==> src/rtl/lds_pkg.sv <==
// shared types, constants and helpers for the led driver chain serializer
package lds_pkg;

  localparam int unsigned MaxChips    = 4;
  localparam int unsigned RowSlots    = 4;
  localparam int unsigned ByteW       = 8;
  localparam int unsigned PacketW     = 2 * ByteW;
  localparam int unsigned BitCntW     = $clog2(PacketW);
  localparam int unsigned ChipIdxW    = 2;
  localparam int unsigned CountW      = 3;
  localparam int unsigned FuncW       = 2;
  localparam logic [ByteW-1:0] NoopByte = 8'h00;

  typedef enum logic [FuncW-1:0] {
    FuncSingle = 2'd0,
    FuncBcast  = 2'd1,
    FuncRow    = 2'd2
  } func_e;

  typedef enum logic {
    StIdle  = 1'b0,
    StShift = 1'b1
  } state_e;

  typedef logic [ByteW-1:0] byte_t;
  typedef byte_t [RowSlots-1:0] rows_t;

  // sequencer to shifter
  typedef struct packed {
    logic               load;
    logic               shift;
    logic [PacketW-1:0] packet;
  } shift_ctrl_t;

  // sequencer status toward the output port
  typedef struct packed {
    logic busy;
    logic last_packet;
  } seq_stat_t;

  // clamp a written count into 1..min(MaxChips, RowSlots)
  function automatic logic [CountW-1:0] clamp_count(input logic [CountW-1:0] v);
    logic [CountW-1:0] r;
    r = v;
    if (r == '0) r = CountW'(1);
    if (r > CountW'(MaxChips)) r = CountW'(MaxChips);
    if (r > CountW'(RowSlots)) r = CountW'(RowSlots);
    return r;
  endfunction

  // packet for one chip of the chain
  function automatic logic [PacketW-1:0] make_packet(
    input logic [FuncW-1:0] func,
    input logic             target,
    input byte_t            addr,
    input byte_t            val,
    input byte_t            row
  );
    logic [PacketW-1:0] p;
    p = {NoopByte, NoopByte};
    case (func)
      FuncSingle: p = target ? {addr, val} : {NoopByte, NoopByte};
      FuncBcast:  p = {addr, val};
      FuncRow:    p = {addr, row};
      default:    p = {NoopByte, NoopByte};
    endcase
    return p;
  endfunction

endpackage

==> src/rtl/led_driver_chain_serializer_top.sv <==
// top level of the led driver chain serializer
//
//  channel | direction | handshake                 | payload
//  --------+-----------+---------------------------+------------------------------------
//  cfg     | in        | cfg_valid_i / cfg_ready_o | cfg_chip_count_i
//  in      | in        | in_valid_i / in_ready_o   | func_i chip_i reg_addr_i value_i
//          |           |                           | row_byte0_i .. row_byte3_i
//  out     | out       | out_valid_o / out_ready_i | serial_bit_o frame_end_o
//
// a request is accepted, then its 16 * count bits (up to 64) go out one bit per
// cycle while the out channel is ready, through the single packet shift register; the
// next request is taken the cycle after the final bit is delivered
// dropped requests (func 3, or single-chip target beyond the chain) are accepted with no output
// reset: chip count back to 1, sequencer idle, no bits pending
// a stalled out channel holds the current bit; the sequencer simply waits
module led_driver_chain_serializer_top (
  input  logic                         clk_i,
  input  logic                         rst_ni,
  // configuration write
  input  logic                         cfg_valid_i,
  output logic                         cfg_ready_o,
  input  logic [lds_pkg::CountW-1:0]   cfg_chip_count_i,
  // request
  input  logic                         in_valid_i,
  output logic                         in_ready_o,
  input  logic [lds_pkg::FuncW-1:0]    func_i,
  input  logic [lds_pkg::ChipIdxW-1:0] chip_i,
  input  logic [lds_pkg::ByteW-1:0]    reg_addr_i,
  input  logic [lds_pkg::ByteW-1:0]    value_i,
  input  logic [lds_pkg::ByteW-1:0]    row_byte0_i,
  input  logic [lds_pkg::ByteW-1:0]    row_byte1_i,
  input  logic [lds_pkg::ByteW-1:0]    row_byte2_i,
  input  logic [lds_pkg::ByteW-1:0]    row_byte3_i,
  // serial bit stream
  output logic                         out_valid_o,
  input  logic                         out_ready_i,
  output logic                         serial_bit_o,
  output logic                         frame_end_o
);

  logic [lds_pkg::CountW-1:0] chip_count_q, chip_count_d;
  lds_pkg::rows_t             rows;
  lds_pkg::shift_ctrl_t       ctrl;
  lds_pkg::seq_stat_t         stat;
  logic                       bit_last;
  logic                       msb;

  // config register, always ready; value is clamped on the way in
  assign cfg_ready_o  = 1'b1;
  assign chip_count_d = cfg_valid_i ? lds_pkg::clamp_count(cfg_chip_count_i)
                                    : chip_count_q;

  always_ff @(posedge clk_i or negedge rst_ni) begin
    if (!rst_ni) begin
      chip_count_q <= lds_pkg::CountW'(1);
    end else begin
      chip_count_q <= chip_count_d;
    end
  end

  // row bytes indexed by chip number
  assign rows[0] = row_byte0_i;
  assign rows[1] = row_byte1_i;
  assign rows[2] = row_byte2_i;
  assign rows[3] = row_byte3_i;

  // walks packets from the farthest chip down to chip 0
  lds_seq u_seq (
    .clk_i       (clk_i),
    .rst_ni      (rst_ni),
    .count_i     (chip_count_q),
    .in_valid_i  (in_valid_i),
    .in_ready_o  (in_ready_o),
    .func_i      (func_i),
    .chip_i      (chip_i),
    .addr_i      (reg_addr_i),
    .val_i       (value_i),
    .rows_i      (rows),
    .out_ready_i (out_ready_i),
    .bit_last_i  (bit_last),
    .ctrl_o      (ctrl),
    .stat_o      (stat)
  );

  // shared shift unit: msb first, one bit per delivered cycle
  lds_shifter u_shifter (
    .clk_i      (clk_i),
    .rst_ni     (rst_ni),
    .ctrl_i     (ctrl),
    .msb_o      (msb),
    .bit_last_o (bit_last)
  );

  // the shift register msb is the output register of the bit stream
  assign out_valid_o  = stat.busy;
  assign serial_bit_o = msb;
  // last bit of the packet for chip 0 closes the frame
  assign frame_end_o  = bit_last & stat.last_packet;

endmodule

==> src/rtl/lds_shifter.sv <==
// 16-bit packet shift register with bit counter
module lds_shifter (
  input  logic                         clk_i,
  input  logic                         rst_ni,
  input  lds_pkg::shift_ctrl_t         ctrl_i,
  output logic                         msb_o,
  output logic                         bit_last_o
);

  logic [lds_pkg::PacketW-1:0] sr_q, sr_d;
  logic [lds_pkg::BitCntW-1:0] cnt_q, cnt_d;

  always_comb begin
    sr_d  = sr_q;
    cnt_d = cnt_q;
    if (ctrl_i.load) begin
      sr_d  = ctrl_i.packet;
      cnt_d = '0;
    end else if (ctrl_i.shift) begin
      sr_d  = {sr_q[lds_pkg::PacketW-2:0], 1'b0};
      cnt_d = cnt_q + lds_pkg::BitCntW'(1);
    end
  end

  always_ff @(posedge clk_i or negedge rst_ni) begin
    if (!rst_ni) begin
      cnt_q <= '0;
    end else begin
      cnt_q <= cnt_d;
    end
  end

  always_ff @(posedge clk_i) begin
    sr_q <= sr_d;
  end

  assign msb_o      = sr_q[lds_pkg::PacketW-1];
  assign bit_last_o = (cnt_q == lds_pkg::BitCntW'(lds_pkg::PacketW - 1));

endmodule

==> src/rtl/lds_seq.sv <==
// request sequencer: walks chips from farthest to nearest and feeds the shifter
module lds_seq (
  input  logic                              clk_i,
  input  logic                              rst_ni,
  input  logic [lds_pkg::CountW-1:0]        count_i,
  input  logic                              in_valid_i,
  output logic                              in_ready_o,
  input  logic [lds_pkg::FuncW-1:0]         func_i,
  input  logic [lds_pkg::ChipIdxW-1:0]      chip_i,
  input  lds_pkg::byte_t                    addr_i,
  input  lds_pkg::byte_t                    val_i,
  input  lds_pkg::rows_t                    rows_i,
  input  logic                              out_ready_i,
  input  logic                              bit_last_i,
  output lds_pkg::shift_ctrl_t              ctrl_o,
  output lds_pkg::seq_stat_t                stat_o
);

  lds_pkg::state_e state_q, state_d;
  logic [lds_pkg::FuncW-1:0]    func_q, func_d;
  logic [lds_pkg::ChipIdxW-1:0] chip_q, chip_d;
  logic [lds_pkg::ChipIdxW-1:0] idx_q, idx_d;
  lds_pkg::byte_t               addr_q, addr_d;
  lds_pkg::byte_t               val_q, val_d;
  lds_pkg::rows_t               rows_q, rows_d;

  logic [lds_pkg::ChipIdxW-1:0] first_idx;
  logic [lds_pkg::CountW-1:0]   count_m1;
  logic                         drop;

  assign count_m1  = count_i - lds_pkg::CountW'(1);
  assign first_idx = count_m1[lds_pkg::ChipIdxW-1:0];

  // unused code, or a single-chip target past the end of the chain
  assign drop = (func_i == lds_pkg::FuncW'(3)) ||
                ((func_i == lds_pkg::FuncSingle) &&
                 ({1'b0, chip_i} >= count_i));

  always_comb begin
    state_d = state_q;
    func_d  = func_q;
    chip_d  = chip_q;
    idx_d   = idx_q;
    addr_d  = addr_q;
    val_d   = val_q;
    rows_d  = rows_q;
    in_ready_o    = 1'b0;
    ctrl_o.load   = 1'b0;
    ctrl_o.shift  = 1'b0;
    ctrl_o.packet = '0;
    case (state_q)
      lds_pkg::StIdle: begin
        in_ready_o = 1'b1;
        if (in_valid_i) begin
          func_d = func_i;
          chip_d = chip_i;
          addr_d = addr_i;
          val_d  = val_i;
          rows_d = rows_i;
          idx_d  = first_idx;
          if (!drop) begin
            ctrl_o.load   = 1'b1;
            ctrl_o.packet = lds_pkg::make_packet(func_i, chip_i == first_idx,
                                                 addr_i, val_i, rows_i[first_idx]);
            state_d = lds_pkg::StShift;
          end
        end
      end
      lds_pkg::StShift: begin
        if (out_ready_i) begin
          if (bit_last_i) begin
            if (idx_q == '0) begin
              state_d = lds_pkg::StIdle;
            end else begin
              idx_d         = idx_q - lds_pkg::ChipIdxW'(1);
              ctrl_o.load   = 1'b1;
              ctrl_o.packet = lds_pkg::make_packet(func_q, chip_q == idx_d,
                                                   addr_q, val_q, rows_q[idx_d]);
            end
          end else begin
            ctrl_o.shift = 1'b1;
          end
        end
      end
      default: state_d = lds_pkg::StIdle;
    endcase
  end

  always_ff @(posedge clk_i or negedge rst_ni) begin
    if (!rst_ni) begin
      state_q <= lds_pkg::StIdle;
      idx_q   <= '0;
    end else begin
      state_q <= state_d;
      idx_q   <= idx_d;
    end
  end

  always_ff @(posedge clk_i) begin
    func_q <= func_d;
    chip_q <= chip_d;
    addr_q <= addr_d;
    val_q  <= val_d;
    rows_q <= rows_d;
  end

  assign stat_o.busy        = (state_q == lds_pkg::StShift);
  assign stat_o.last_packet = (idx_q == '0);

endmodule

==> config.mk <==
export PLATFORM = sky130hd
export DESIGN_NAME = led_driver_chain_serializer_top
export DESIGN_NICKNAME = d
export VERILOG_FILES = /design/src/rtl/lds_pkg.sv /design/src/rtl/led_driver_chain_serializer_top.sv /design/src/rtl/lds_shifter.sv /design/src/rtl/lds_seq.sv
export SDC_FILE = /design/constraint.sdc
export NUM_CORES = 1
export LEC_CHECK = 0
export ABC_CLOCK_PERIOD_IN_PS = 2620
export BUFFER_PORTS_ARGS = -buffer_cell sky130_fd_sc_hd__buf_2
export CAP_MARGIN = 20
export CORE_MARGIN = 8
export CORE_UTILIZATION = 40
export DETAILED_ROUTE_END_ITERATION = 10
export PLACE_DENSITY = 0.73
export SLEW_MARGIN = 20
export SYNTH_ARGS = -nofsm -noshare
export SYNTH_HDL_FRONTEND = slang
export SYNTH_SLANG_ARGS = --single-unit
==> constraint.sdc <==
create_clock -name clk_i -period 2.62 [get_ports clk_i]
set_input_delay 0.131 -clock clk_i [delete_from_list [all_inputs] [get_ports clk_i]]
set_output_delay 0.131 -clock clk_i [all_outputs]
set_load 0.05 [all_outputs]
# Yosys cells after proc, flatten, opt, wreduce, memory -nomap -nowiden
# Cells that the tools add are included.
[op_classes]
n_mux = 37
n_eq_ne = 12
bitwise_logic = 2
add_sub_neg = 3
n_lt_le_gt_ge = 5
n_reduce_logical = 9
[op_table]
columns = ["operator", "n"]
rows = [
  ["$mux W16", 8],
  ["$pmux W16 S3", 2],
  ["$bmux W8 S2", 2],
  ["$pmux W16 S2", 1],
  ["$mux W18", 1],
  ["$mux W8", 2],
  ["$mux W1", 9],
  ["$mux W3", 3],
  ["$mux W2", 4],
  ["$mux W4", 2],
  ["$ne A2 B2 Y1 const B", 4],
  ["$eq A2 B2 Y1 const B", 3],
  ["$gt A3 B3 Y1 const B", 2],
  ["$logic_not A2 Y1", 3],
  ["$lt A2 B3 Y1 const B", 2],
  ["$add A4 B1 Y4 const B", 1],
  ["$eq A2 B1 Y1 const B", 2],
  ["$eq A2 B2 Y1", 2],
  ["$eq A4 B4 Y1 const B", 1],
  ["$pmux W1 S2", 2],
  ["$pmux W2 S2", 1],
  ["$reduce_and A4 Y1", 1],
  ["$sub A2 B1 Y2 const B", 2],
  ["$ge A2 B3 Y1", 1],
  ["7 further kinds", 7],
]
[word_totals]
output_inout_bits = 5
register_bits = 78
elab_cells = 81

# Logic depth before layout (Yosys ltp)
# Gate-level depths: netlist of the first run.
[logic_depth]
ltp_word = 10
depth_mapped = 9
ltp_nobuf = 7

# Modules after synthesis
# Synthesis of the first run repeated with hierarchy kept, for this count alone.
[unflattened]
cells_unflattened = 212
area_unflattened_um2 = 3656.0
[by_module_without_submodules]
columns = ["module", "seq_area_each_um2", "instances", "cells_per_inst", "area_each_um2"]
rows = [
  ["lds_seq", 1636.6, 1, 146, 2632.5],
  ["lds_shifter", 580.6, 1, 52, 875.8],
  ["led_driver_chain_serializer_top", 76.3, 1, 14, 147.6],
]

# Worst setup path after synthesis of the first run
# Ideal clock, no wire load.
[synth_timing]
path_type = "register to register"
start = "reg u_seq.state_q"
end = "reg u_shifter.sr_q[1] (netlist name), data pin"
synth_period_minus_slack_ns = 2.793
setup_ns = 0.130
t_arrival_ns = 2.664
stages_incl_launch_ff = 6
n_path_buf = 0
setup_slack_ns = -0.173
path_cell_list = "dfrtp_1 nand2b_1 inv_1 nand3b_1 o21ai_0 a211o_1"
[synth_between]
elab_chain_len = 3
[synth_lines]
columns = ["element", "line", "text"]
rows = [
  ["from (decl)", "lds_seq.sv:19", "lds_pkg::state_e state_q, state_d;"],
  ["from (signal assigned)", "lds_seq.sv:91", "state_q <= lds_pkg::StIdle;"],
  ["from (signal assigned)", "lds_seq.sv:94", "state_q <= state_d;"],
  ["$not A1 Y1 (no source line)", "--", ""],
  ["$pmux W16 S2 / $pmux W1 S2 (equally long branches)", "lds_seq.sv:51", "case (state_q)"],
  ["$mux W16 (*)", "lds_shifter.sv:16", "if (ctrl_i.load) begin"],
  ["net u_shifter.sr_d, one bit", "lds_shifter.sv:10", "logic [lds_pkg::PacketW-1:0] sr_q, sr_d;"],
  ["to (signal assigned)", "lds_shifter.sv:34", "sr_q <= sr_d;"],
  ["to (decl)", "lds_shifter.sv:10", ""],
]
# The timed path passes the listed nets; every way through them passes the cells marked *.
# A chain may end at the register's enable or synchronous reset.

# Final worst setup path of the first run
[layout_timing]
start = "reg chip_count_q[0] (netlist name)"
end = "reg u_shifter.sr_q[6] (netlist name), data pin"
[layout_between]
elab_chain_len = 8
[layout_lines]
columns = ["element", "line", "text"]
rows = [
  ["from (decl)", "led_driver_chain_serializer_top.sv:41", "logic [lds_pkg::CountW-1:0] chip_count_q, chip_count_d;"],
  ["from (signal assigned)", "led_driver_chain_serializer_top.sv:55", "chip_count_q <= lds_pkg::CountW'(1);"],
  ["from (signal assigned)", "led_driver_chain_serializer_top.sv:57", "chip_count_q <= chip_count_d;"],
  ["$sub A2 B1 Y2", "lds_seq.sv:31", "assign count_m1 = count_i - lds_pkg::CountW'(1);"],
  ["$bmux W8 S2 / $eq A2 B2 Y1 (equally long branches)", "lds_seq.sv:64, lds_seq.sv:63", ""],
  ["$mux W8 (not written as such) / $mux W16 (equally long branches)", "lds_seq.sv:64, lds_pkg.sv:62", ""],
  ["$pmux W16 S3", "lds_pkg.sv:61", "case (func)"],
  ["$mux W16", "lds_seq.sv:61", "if (!drop) begin"],
  ["$mux W16", "lds_seq.sv:54", "if (in_valid_i) begin"],
  ["$pmux W16 S2", "lds_seq.sv:51", ""],
  ["$mux W16 (*)", "lds_shifter.sv:16", ""],
  ["net u_shifter.sr_d, one bit", "lds_shifter.sv:10", ""],
]
# The timed path passes the listed nets; every way through them passes the cells marked *. The select of a mux whose other input is x is not followed.

==> impl_metrics.json, run 1 <==
{
  "outcome": "finished, final reports clean",
  "ys_seq_elements": 78,
  "cts_tree": "built",
  "rows": 34,
  "core_area_um2": 8763,
  "path_class": "reg2reg",
  "numCtsBuffers": 9,
  "clockBufferDepth": 2,
  "max_cap_violations": 0,
  "syn_avg_cell_area_um2": 15.86,
  "power.internal_uw": 2866,
  "drc": 0,
  "grt_overflow": 0,
  "grt_pass1_vias": 2578,
  "stdcell_count": 469,
  "rr_worst_depth": 6,
  "async_flop_share": 0.1282,
  "finalCritPeriodShare": 0.8265,
  "syn-instance-count": 228,
  "routedWlPerCell_um": 17.89,
  "dp_hpwl_um": 5578,
  "antenna_left": 0,
  "portBuffers": 63,
  "tns_ns": 0,
  "finalWirelength_um": 8389,
  "nFillCells": 715,
  "placed_area_um2": 4101,
  "grt_pass1_wl_um": 13500,
  "setup_violations": 0,
  "worstMarginPinSlew_ns": 0.6478,
  "cp_slowest_cell": "dfstp_2",
  "layout.nets": 420,
  "ys_dominant_reg_cell": "edfxtp_1",
  "viasPerCell": 5.154,
  "die_area_um2": 12340,
  "ir_drop_mv": 0.4041,
  "relSlewSlack": 0.5672,
  "track_usage": 0.1375,
  "clk_root_buffer_cell": "clkbuf_8",
  "hold-path-cell-count": 2,
  "htreeDepth": 3,
  "power_frac_clock": 0.243,
  "syn_area_um2": 3616,
  "clk_pin_slew_worst_paths_ns": 0.08,
  "power_density_nw_per_um2": 838.8,
  "ios": 65,
  "seqPwrFrac": 0.449,
  "die_w_um": 111.1,
  "yosysWarnings": 0,
  "netlist.area_leader.share": 0.5647,
  "initial_utilization": 0.4126,
  "post_cts_resized": 0,
  "cp_cell_sequence": "ha_1 > nand2b_1 > nand3_1 > a21oi_4 > a22o_1 > a211o_1",
  "synthTopCellsByArea": "edfxtp_1 (56%), mux4_2 (10%), dfrtp_1 (6.2%), a22o_1 (3.6%), a21o_1 (1.9%)",
  "fin_skew_ns": 0.01181,
  "rsz0062_at_grt": "no",
  "period_minus_slack_ns": 2.166,
  "vias": 2417,
  "area_delta_synth_final_pct": 33.67,
  "synth_area_leader_cell": "edfxtp_1",
  "grt_max_degree": 36,
  "post_cts_buffers": 0,
  "switchingPower_uw": 1188,
  "cp.required_ns": 2.71,
  "cp.arrival_ns": 2.26,
  "drive_above_1_share": 0.3380,
  "hold_viol_final": 0,
  "insertion_delay_ns": 0.35,
  "crit_fanout": 17,
  "die_h_um": 111.1,
  "p_leak_uw": 0.001894,
  "synth-seq-area-share": 0.6343,
  "synth_nets": 292,
  "finalHoldWorstSlack_ns": 0.02033,
  "combPwrFrac": 0.308,
  "fmax_mhz": 461.8,
  "placedCellCount": 402,
  "slew_violations": 0,
  "antennaDiodeCount": 0,
  "crit_path_end_kind": "flop",
  "antenna_found_initial": 0,
  "clock_sinks": 78,
  "sw_frac_of_total": 0.2931,
  "synth_cell_types": 43,
  "synth_edf_count": 68,
  "critPathLaunchType": "flop",
  "cp_slowest_stage_delay_ns": 0.55,
  "hold_class": "in2reg",
  "drt_iter0_markers": 118,
  "drt_first_pass_iters": 4,
  "fin_area_um2": 4833,
  "routabilityCongestion": 0.7788
}
## registers in the layout (all words and copies together), names as in the netlist
register and cells:
chip_count_q 3, u_seq.addr_q 8, u_shifter.cnt_q 4, u_seq.val_q 8
u_seq.rows_q 32, u_seq.idx_q 2, u_seq.chip_q 2, u_seq.state_q 1
u_seq.func_q 2, u_shifter.sr_q 16
## final timing paths
| path | startpoint | to | slack (ns) |
|---|---|---|---|
| max | chip_count_q[0] | u_shifter.sr_q[6] | 0.45 |
| min | cfg_valid_i | chip_count_q[1] | 0.02 |
| max reg2reg | chip_count_q[0] | u_shifter.sr_q[6] | 0.45 |
| min reg2reg | u_seq.idx_q[1] | u_seq.idx_q[1] | 0.53 |
| max in group asynchronous | rst_ni | chip_count_q[0] | 2.18 |
| min in group asynchronous | rst_ni | u_shifter.cnt_q[1] | 0.18 |
## critical path, delay by kind of cell, from the launching register on
kind,cells,cell delay (ns)
AO/OA/AOI/OAI,3,0.73
adder cells (fa/ha/maj),1,0.25
flip-flops,1,0.55
AND/OR/NAND/NOR,2,0.38
## what timing repair did
action                                 in CTS  in global routing
setup endpoints to repair                   0                  0
hold buffers                               51                  0
endpoints found under the hold margin      60                  0
## per-layer routing
metal  up-vias  part of all wire  GRT usage
li1       1163                 -          -
met1      1174              0.42     0.1620
met2        70              0.52     0.2313
met3        10             0.052    0.04113
met4         0             0.015    0.05067
met5         -                 0          0
## power by group through the flow
| stage | clock network, µW | logic, µW | registers [µW] |
|---|---|---|---|
| 2_1_floorplan | 0 | 845 | 1870 |
| 3_5_place_dp | 0 | 1190 | 1850 |
| 5_1_grt | 1060 | 1360 | 1850 |
| 3_3_place_gp | 0 | 1170 | 1840 |
| 6_report | 985 | 1250 | 1820 |
| 4_1_cts | 1010 | 1250 | 1820 |
## kinds of logic (layout without fill, tap and decap cells)
logic type | after synthesis | after routing | share of synthesized area
muxes | 20 | 20 | 0.1121
AOI/OAI and AO/OA | 59 | 59 | 0.1343
other | 1 | 1 | 0.001037
buffers and inverters | 23 | 156 | 0.02906
adders and majority gates | 4 | 4 | 0.01384
xor gates and xnor gates | 3 | 3 | 0.007268
and+or+nand+nor | 40 | 40 | 0.06816
DFF | 78 | 78 | 0.6343
## area by class of cell
class                   instances  area, µm²  share of cell area
flip-flops and latches         78       2295              0.4748
multi-input cells             127       1217              0.2519
repair buffers                124      900.9              0.1864
well taps                     108      135.1             0.02796
clock buffers                   9      123.9             0.02563
clock inverters                 7      97.59             0.02019
inverters                      16      63.81             0.01320
## stage by stage
stage               total power [µW]  worst slack, ns    util
floorplan                       2715          0.02665       -
global placement                3003           0.4867  0.4680
detailed placement              3042           0.4681  0.4680
CTS                             4084           0.4546  0.5515
global route                    4269           0.3580  0.5515
finish                          4054           0.4545  0.5515
## synthesized netlist by cell type (2+ instances only)
library cell and count:
nor3_4 2, a21o_1 9, a22o_1 15, ha_1 4, nor2b_1 3, nand2_1 6
buf_4 2, a21oi_1 4, a211o_1 7, nand3_1 11, nor2_1 4, dfrtp_1 9
mux2_2 4, nand2b_1 4, xor2_1 2, o21ai_0 12, inv_1 16, nor3_2 2
a21boi_1 2, edfxtp_1 68, nand3b_1 2, mux4_2 16, buf_2 3, or3_1 2
## layout by cell type (no fill, tap or decap), types with 3 or more instances in the layout
| master | count |
|---|---|
| dlygate4sd3_1 | 51 |
| a22o_1 | 15 |
| clkbuf_8 | 9 |
| nand2_1 | 6 |
| inv_1 | 15 |
| dfrtp_1 | 8 |
| buf_4 | 10 |
| nand3_1 | 11 |
| buf_2 | 63 |
| nor2_1 | 4 |
| a21o_1 | 9 |
| nor2b_1 | 3 |
| mux4_2 | 16 |
| mux2_2 | 4 |
| a21oi_1 | 4 |
| ha_1 | 4 |
| a211o_1 | 7 |
| edfxtp_1 | 68 |
| nand2b_1 | 4 |
| o21ai_0 | 12 |
Note: power is estimated with default switching activity, not from simulation.
==> run 2: changes to the inputs <==
--- a/config.mk
+++ b/config.mk
@@ -5,13 +5,13 @@
 export SDC_FILE = /design/constraint.sdc
 export NUM_CORES = 1
 export LEC_CHECK = 0
-export ABC_CLOCK_PERIOD_IN_PS = 2620
+export ABC_CLOCK_PERIOD_IN_PS = 2240
 export BUFFER_PORTS_ARGS = -buffer_cell sky130_fd_sc_hd__buf_2
 export CAP_MARGIN = 20
 export CORE_MARGIN = 8
 export CORE_UTILIZATION = 40
 export DETAILED_ROUTE_END_ITERATION = 10
-export PLACE_DENSITY = 0.73
+export PLACE_DENSITY = 0.7
 export SLEW_MARGIN = 20
 export SYNTH_ARGS = -nofsm -noshare
 export SYNTH_HDL_FRONTEND = slang
==> constraint.sdc (replaced) <==
create_clock -name clk_i -period 2.24 [get_ports clk_i]
set_input_delay 0.112 -clock clk_i [delete_from_list [all_inputs] [get_ports clk_i]]
set_output_delay 0.112 -clock clk_i [all_outputs]
set_load 0.05 [all_outputs]
==> impl_metrics.json, run 2 (same netlist as run 1, synthesis figures left out) <==
{
  "p_leak_uw": 0.001898,
  "hold-path-endpoint": "chip_count_q[1]",
  "ios": 65,
  "insertion_delay_ns": 0.36,
  "antenna_left": 0,
  "die_w_um": 111.1,
  "finalWirelength_um": 8299,
  "setup_violations": 0,
  "r2r-start": "chip_count_q[0]",
  "ir_drop_mv": 0.3748,
  "outcome": "finished, final reports clean",
  "hold_class": "in2reg",
  "clockBufferDepth": 2,
  "hold_viol_final": 0,
  "cp.arrival_ns": 2.20,
  "portBuffers": 63,
  "crit_path_end_kind": "flop",
  "rsz0062_at_grt": "no",
  "area_delta_synth_final_pct": 33.56,
  "r2r_slack_ns": 0.15,
  "critPathLaunchType": "flop",
  "path_class": "reg2reg",
  "initial_utilization": 0.4126,
  "clk_root_buffer_cell": "clkbuf_8",
  "largest_reg_flops": 32,
  "layout.nets": 420,
  "slew_violations": 0,
  "core_area_um2": 8763,
  "grt_pass1_vias": 2759,
  "rows": 34,
  "layout_common_cells": "edfxtp_1 (68), buf_2 (63), dlygate4sd3_1 (52), mux4_2 (16)",
  "finalCritPeriodShare": 0.9340,
  "hold-path-cell-count": 3,
  "cp_slowest_cell": "dfstp_2",
  "cp.required_ns": 2.35,
  "grt_max_degree": 44,
  "antenna_found_initial": 1,
  "r2r_end": "u_shifter.sr_q[4]",
  "cp_slowest_stage_delay_ns": 0.56,
  "vias": 2491,
  "mostFrequentLayoutCell": "edfxtp_1",
  "max_cap_violations": 0,
  "track_usage": 0.1345,
  "grt_overflow": 0,
  "numCtsBuffers": 9,
  "top_register": "u_seq.rows_q",
  "cp_top_family": "compound AO/OA/AOI/OAI gates",
  "viasPerCell": 5.300,
  "routabilityCongestion": 0.7693,
  "rr_worst_depth": 6,
  "cp_cell_sequence": "ha_1 > nand2b_1 > nand3_2 > a21oi_4 > a22o_1 > a211o_1",
  "drt_first_pass_iters": 5,
  "stdcell_count": 470,
  "post_cts_buffers": 0,
  "tns_ns": 0,
  "power_density_nw_per_um2": 964.7,
  "placedCellCount": 401,
  "htreeDepth": 3,
  "relSlewSlack": 0.5720,
  "grt_pass1_wl_um": 13410,
  "fin_skew_ns": 0.01146,
  "clock_sinks": 78,
  "routedWlPerCell_um": 17.66,
  "worstMarginPinSlew_ns": 0.6407,
  "period_minus_slack_ns": 2.092,
  "dp_hpwl_um": 5542,
  "crit_fanout": 17,
  "clk_pin_slew_worst_paths_ns": 0.09,
  "crit_buf_inv": 0,
  "worstHoldStart": "cfg_chip_count_i[1]",
  "largestRegisters": "u_seq.rows_q: 32 flops, u_shifter.sr_q: 16 flops",
  "power_uw": 4659,
  "drt_iter0_markers": 123,
  "fmax_mhz": 478.0,
  "drive_above_1_share": 0.3463,
  "die_area_um2": 12340,
  "drc": 0,
  "cts_tree": "built",
  "die_h_um": 111.1
}
[run 2: cell types whose count changed in the layout (fill, tap and decap cells not counted), sizes merged]
| cell | previous run | this run |
|---|---|---|
| diode | 0 | 1 |
| clkinvlp | 2 | 1 |
| dlygate4sd3 | 51 | 52 |
| buf | 73 | 72 |
| bufinv | 2 | 0 |
| clkinv | 3 | 1 |
| inv | 16 | 21 |
[run 2: worst max-delay path by stage]
stage | from | to | depth (start not counted)
CTS | chip_count_q[0] | u_shifter.sr_q[4] | 6
detailed placement | chip_count_q[0] | u_shifter.sr_q[4] | 6
floorplan | u_seq.state_q | u_shifter.sr_q[1] | 5
global route | u_shifter.cnt_q[0] | u_shifter.sr_q[4] | 6
global placement | chip_count_q[0] | u_shifter.sr_q[2] | 6
finish | chip_count_q[0] | u_shifter.sr_q[4] | 6
[run 2: layout make-up]
cell class                 count  area, µm²
fill                         711       3934
multi-input combinational    127       1235
antenna                        1      2.502
tap                          108      135.1
timing repair buffer         124      903.4
clock inverter                 7      71.32
clock buffer                   9      123.9
inverter                      16      63.81
sequential                    78       2295
[run 2: stage by stage]
stage	cell area, µm²	hold WS (ns)	util	setup WS [ns]
6_report	4830	0.01444	0.5511	0.1478
4_1_cts	4822	0.0004944	0.5503	0.05310
3_3_place_gp	4106	-0.01419	0.4686	0.1552
5_1_grt	4830	0.01306	0.5511	0.02920
2_1_floorplan	3636	-0.1836	-	-0.2292
3_5_place_dp	4106	-0.008745	0.4686	0.08535
[run 2: per-layer routing]
layer / global-route usage / part of all wire / up-vias
met5: 0 / 0 / -
met4: 0.05422 / 0.016 / 0
met3: 0.03626 / 0.052 / 12
met2: 0.2301 / 0.51 / 92
met1: 0.1560 / 0.43 / 1223
li1: - / - / 1164
[run 2: timing repair]
action | in CTS | in global routing
hold endpoints to repair | 61 | 0
endpoints found under the setup margin | 0 | 17
gates resized for setup | 0 | 1
hold buffers | 52 | 0
[run 2: power breakdown]
part | internal [µW] | switching, µW | total, µW
clock network | 440 | 607 | 1050
registers | 2010 | 129 | 2140
logic | 724 | 753 | 1480
total | 3170 | 1490 | 4660
[run 2: worst register-to-register path, cell delays in order, from the launching register on]
cell	delay [ns]
dfstp_2	0.56
ha_1	0.25
nand2b_1	0.18
nand3_2	0.14
a21oi_4	0.15
a22o_1	0.30
a211o_1	0.27
==> run 3: changes to the inputs <==
--- a/config.mk
+++ b/config.mk
@@ -12,6 +12,7 @@
 export CORE_UTILIZATION = 40
 export DETAILED_ROUTE_END_ITERATION = 10
 export PLACE_DENSITY = 0.7
+export REMOVE_ABC_BUFFERS = 1
 export SLEW_MARGIN = 20
 export SYNTH_ARGS = -nofsm -noshare
 export SYNTH_HDL_FRONTEND = slang
==> impl_metrics.json, run 3 (same netlist as run 1, synthesis figures left out) <==
{
  "die_area_um2": 12340,
  "fin_skew_ns": 0.005174,
  "path_class": "reg2reg",
  "core_area_um2": 8763,
  "clock_sinks": 78,
  "outcome": "finished, final reports clean",
  "insertion_delay_ns": 0.34,
  "layout.nets": 419,
  "antenna_found_initial": 0,
  "rows": 34,
  "largest_reg_flops": 32,
  "ir_drop_mv": 0.4343,
  "die_w_um": 111.1,
  "routabilityCongestion": 0.7686,
  "cp_slowest_cell": "dfstp_2",
  "hold-path-endpoint": "chip_count_q[2]",
  "worstMarginPinSlew_ns": 0.6809,
  "layout_common_cells": "edfxtp_1 (68), buf_2 (63), dlygate4sd3_1 (52), mux4_2 (16)",
  "cp_num_cells": 6,
  "placed_area_um2": 4081,
  "r2r-start": "chip_count_q[0]",
  "clockBufferDepth": 2,
  "drt_iter0_markers": 173,
  "r2r_end": "u_shifter.sr_q[4]",
  "setup_violations": 0,
  "viasPerCell": 5.274,
  "rsz0062_at_grt": "no",
  "vias": 2468,
  "grt_max_degree": 53,
  "die_h_um": 111.1,
  "placedCellCount": 400,
  "area_delta_synth_final_pct": 32.11,
  "antenna_left": 0,
  "crit_path_end_kind": "flop",
  "grt_pass1_vias": 2636,
  "finalCritPeriodShare": 0.9305,
  "portBuffers": 63,
  "finalWirelength_um": 8347,
  "stdcell_count": 468,
  "initial_utilization": 0.4126,
  "seqCellArea_um2": 2293,
  "track_usage": 0.1353,
  "crit_buf_inv": 0,
  "antennaDiodeCount": 0,
  "slew_violations": 0,
  "largestRegisters": "u_seq.rows_q: 32 flops, u_shifter.sr_q: 16 flops",
  "clk_pin_slew_worst_paths_ns": 0.08,
  "r2r_slack_ns": 0.16,
  "hold-path-cell-count": 2,
  "top_register": "u_seq.rows_q",
  "crit_fanout": 17,
  "cts_tree": "built",
  "cp.required_ns": 2.34,
  "max_cap_violations": 0,
  "routedWlPerCell_um": 17.84,
  "cp_top_family": "compound AO/OA/AOI/OAI gates",
  "nFillCells": 717,
  "period_minus_slack_ns": 2.084,
  "rr_worst_depth": 6,
  "fin_area_um2": 4777,
  "cp.arrival_ns": 2.18,
  "grt_pass1_wl_um": 13370,
  "grt_overflow": 0,
  "fmax_mhz": 479.8,
  "drc": 0,
  "worstHoldStart": "cfg_chip_count_i[2]",
  "clk_root_buffer_cell": "clkbuf_8",
  "drt_first_pass_iters": 4,
  "mostFrequentLayoutCell": "edfxtp_1",
  "ios": 65,
  "final_core_util": 0.5451,
  "cp_slowest_stage_delay_ns": 0.57,
  "critPathLaunchType": "flop",
  "numCtsBuffers": 9,
  "hold_viol_final": 0,
  "relSlewSlack": 0.5461,
  "post_cts_buffers": 0,
  "cp_cell_sequence": "ha_1 > nand2b_1 > nand3_2 > a21oi_4 > a22o_1 > a211o_1",
  "hold_class": "in2reg",
  "power_density_nw_per_um2": 938.4,
  "dp_hpwl_um": 5539,
  "drive_above_1_share": 0.3361,
  "htreeDepth": 3,
  "p_leak_uw": 0.001871,
  "multi_input_area_um2": 1226
}
run 3: repair_timing:
action	in CTS	in global routing
hold endpoints to repair	61	0
endpoints found under the setup margin	0	28
hold buffers	52	0
gates resized for setup	0	2
run 3: through the flow:
stage / TNS (ns) / hold WS, ns / total power [µW] / setup WS, ns
after floorplan: -15.50 / -0.1836 / 3150 / -0.5535
after global placement: 0 / -0.01508 / 3500 / 0.1416
after detailed placement: 0 / -0.009430 / 3553 / 0.08484
after CTS: 0 / 0.01276 / 4524 / 0.06000
after global routing: 0 / 0.01562 / 4733 / 0.02129
final: 0 / 0.03095 / 4483 / 0.1557
run 3: cell type report:
| class | instances | area share |
|---|---|---|
| flip-flops and latches | 78 | 0.4801 |
| repair buffers | 123 | 0.1875 |
| clock buffers | 10 | 0.02672 |
| multi-input cells | 127 | 0.2567 |
| inverters | 16 | 0.01257 |
| well taps | 108 | 0.02829 |
| clock inverters | 6 | 0.008119 |
run 3: worst reg2reg max path, cell delays in order, from the launching register on:
cell      delay [ns]
dfstp_2         0.57
ha_1            0.25
nand2b_1        0.18
nand3_2         0.14
a21oi_4         0.15
a22o_1          0.28
a211o_1         0.27
run 3: worst max-delay path by stage:
stage	from	to	slack (ns)
6_report	chip_count_q[0]	u_shifter.sr_q[4]	0.16
3_5_place_dp	chip_count_q[0]	u_shifter.sr_q[4]	0.08
4_1_cts	chip_count_q[0]	u_shifter.sr_q[12]	0.06
3_3_place_gp	chip_count_q[0]	u_shifter.sr_q[4]	0.14
2_1_floorplan	u_seq.state_q	u_shifter.sr_q[1]	-0.55
5_1_grt	chip_count_q[1]	u_shifter.sr_q[4]	0.02
run 3: layer usage:
metal  vias up  wire length (µm)  global-route usage
met3         8               355             0.04113
met4         0               103             0.04267
li1       1165                 -                   -
met5         -                 0                   0
met1      1225              3678              0.1623
met2        70              4211              0.2269
run 3: where the power goes:
group / total, µW / leakage [µW] / switching [µW] / internal [µW]
registers: 2130 / 0.000744 / 127 / 2010
clock network: 900 / 0.0000820 / 502 / 398
logic: 1450 / 0.00105 / 744 / 705
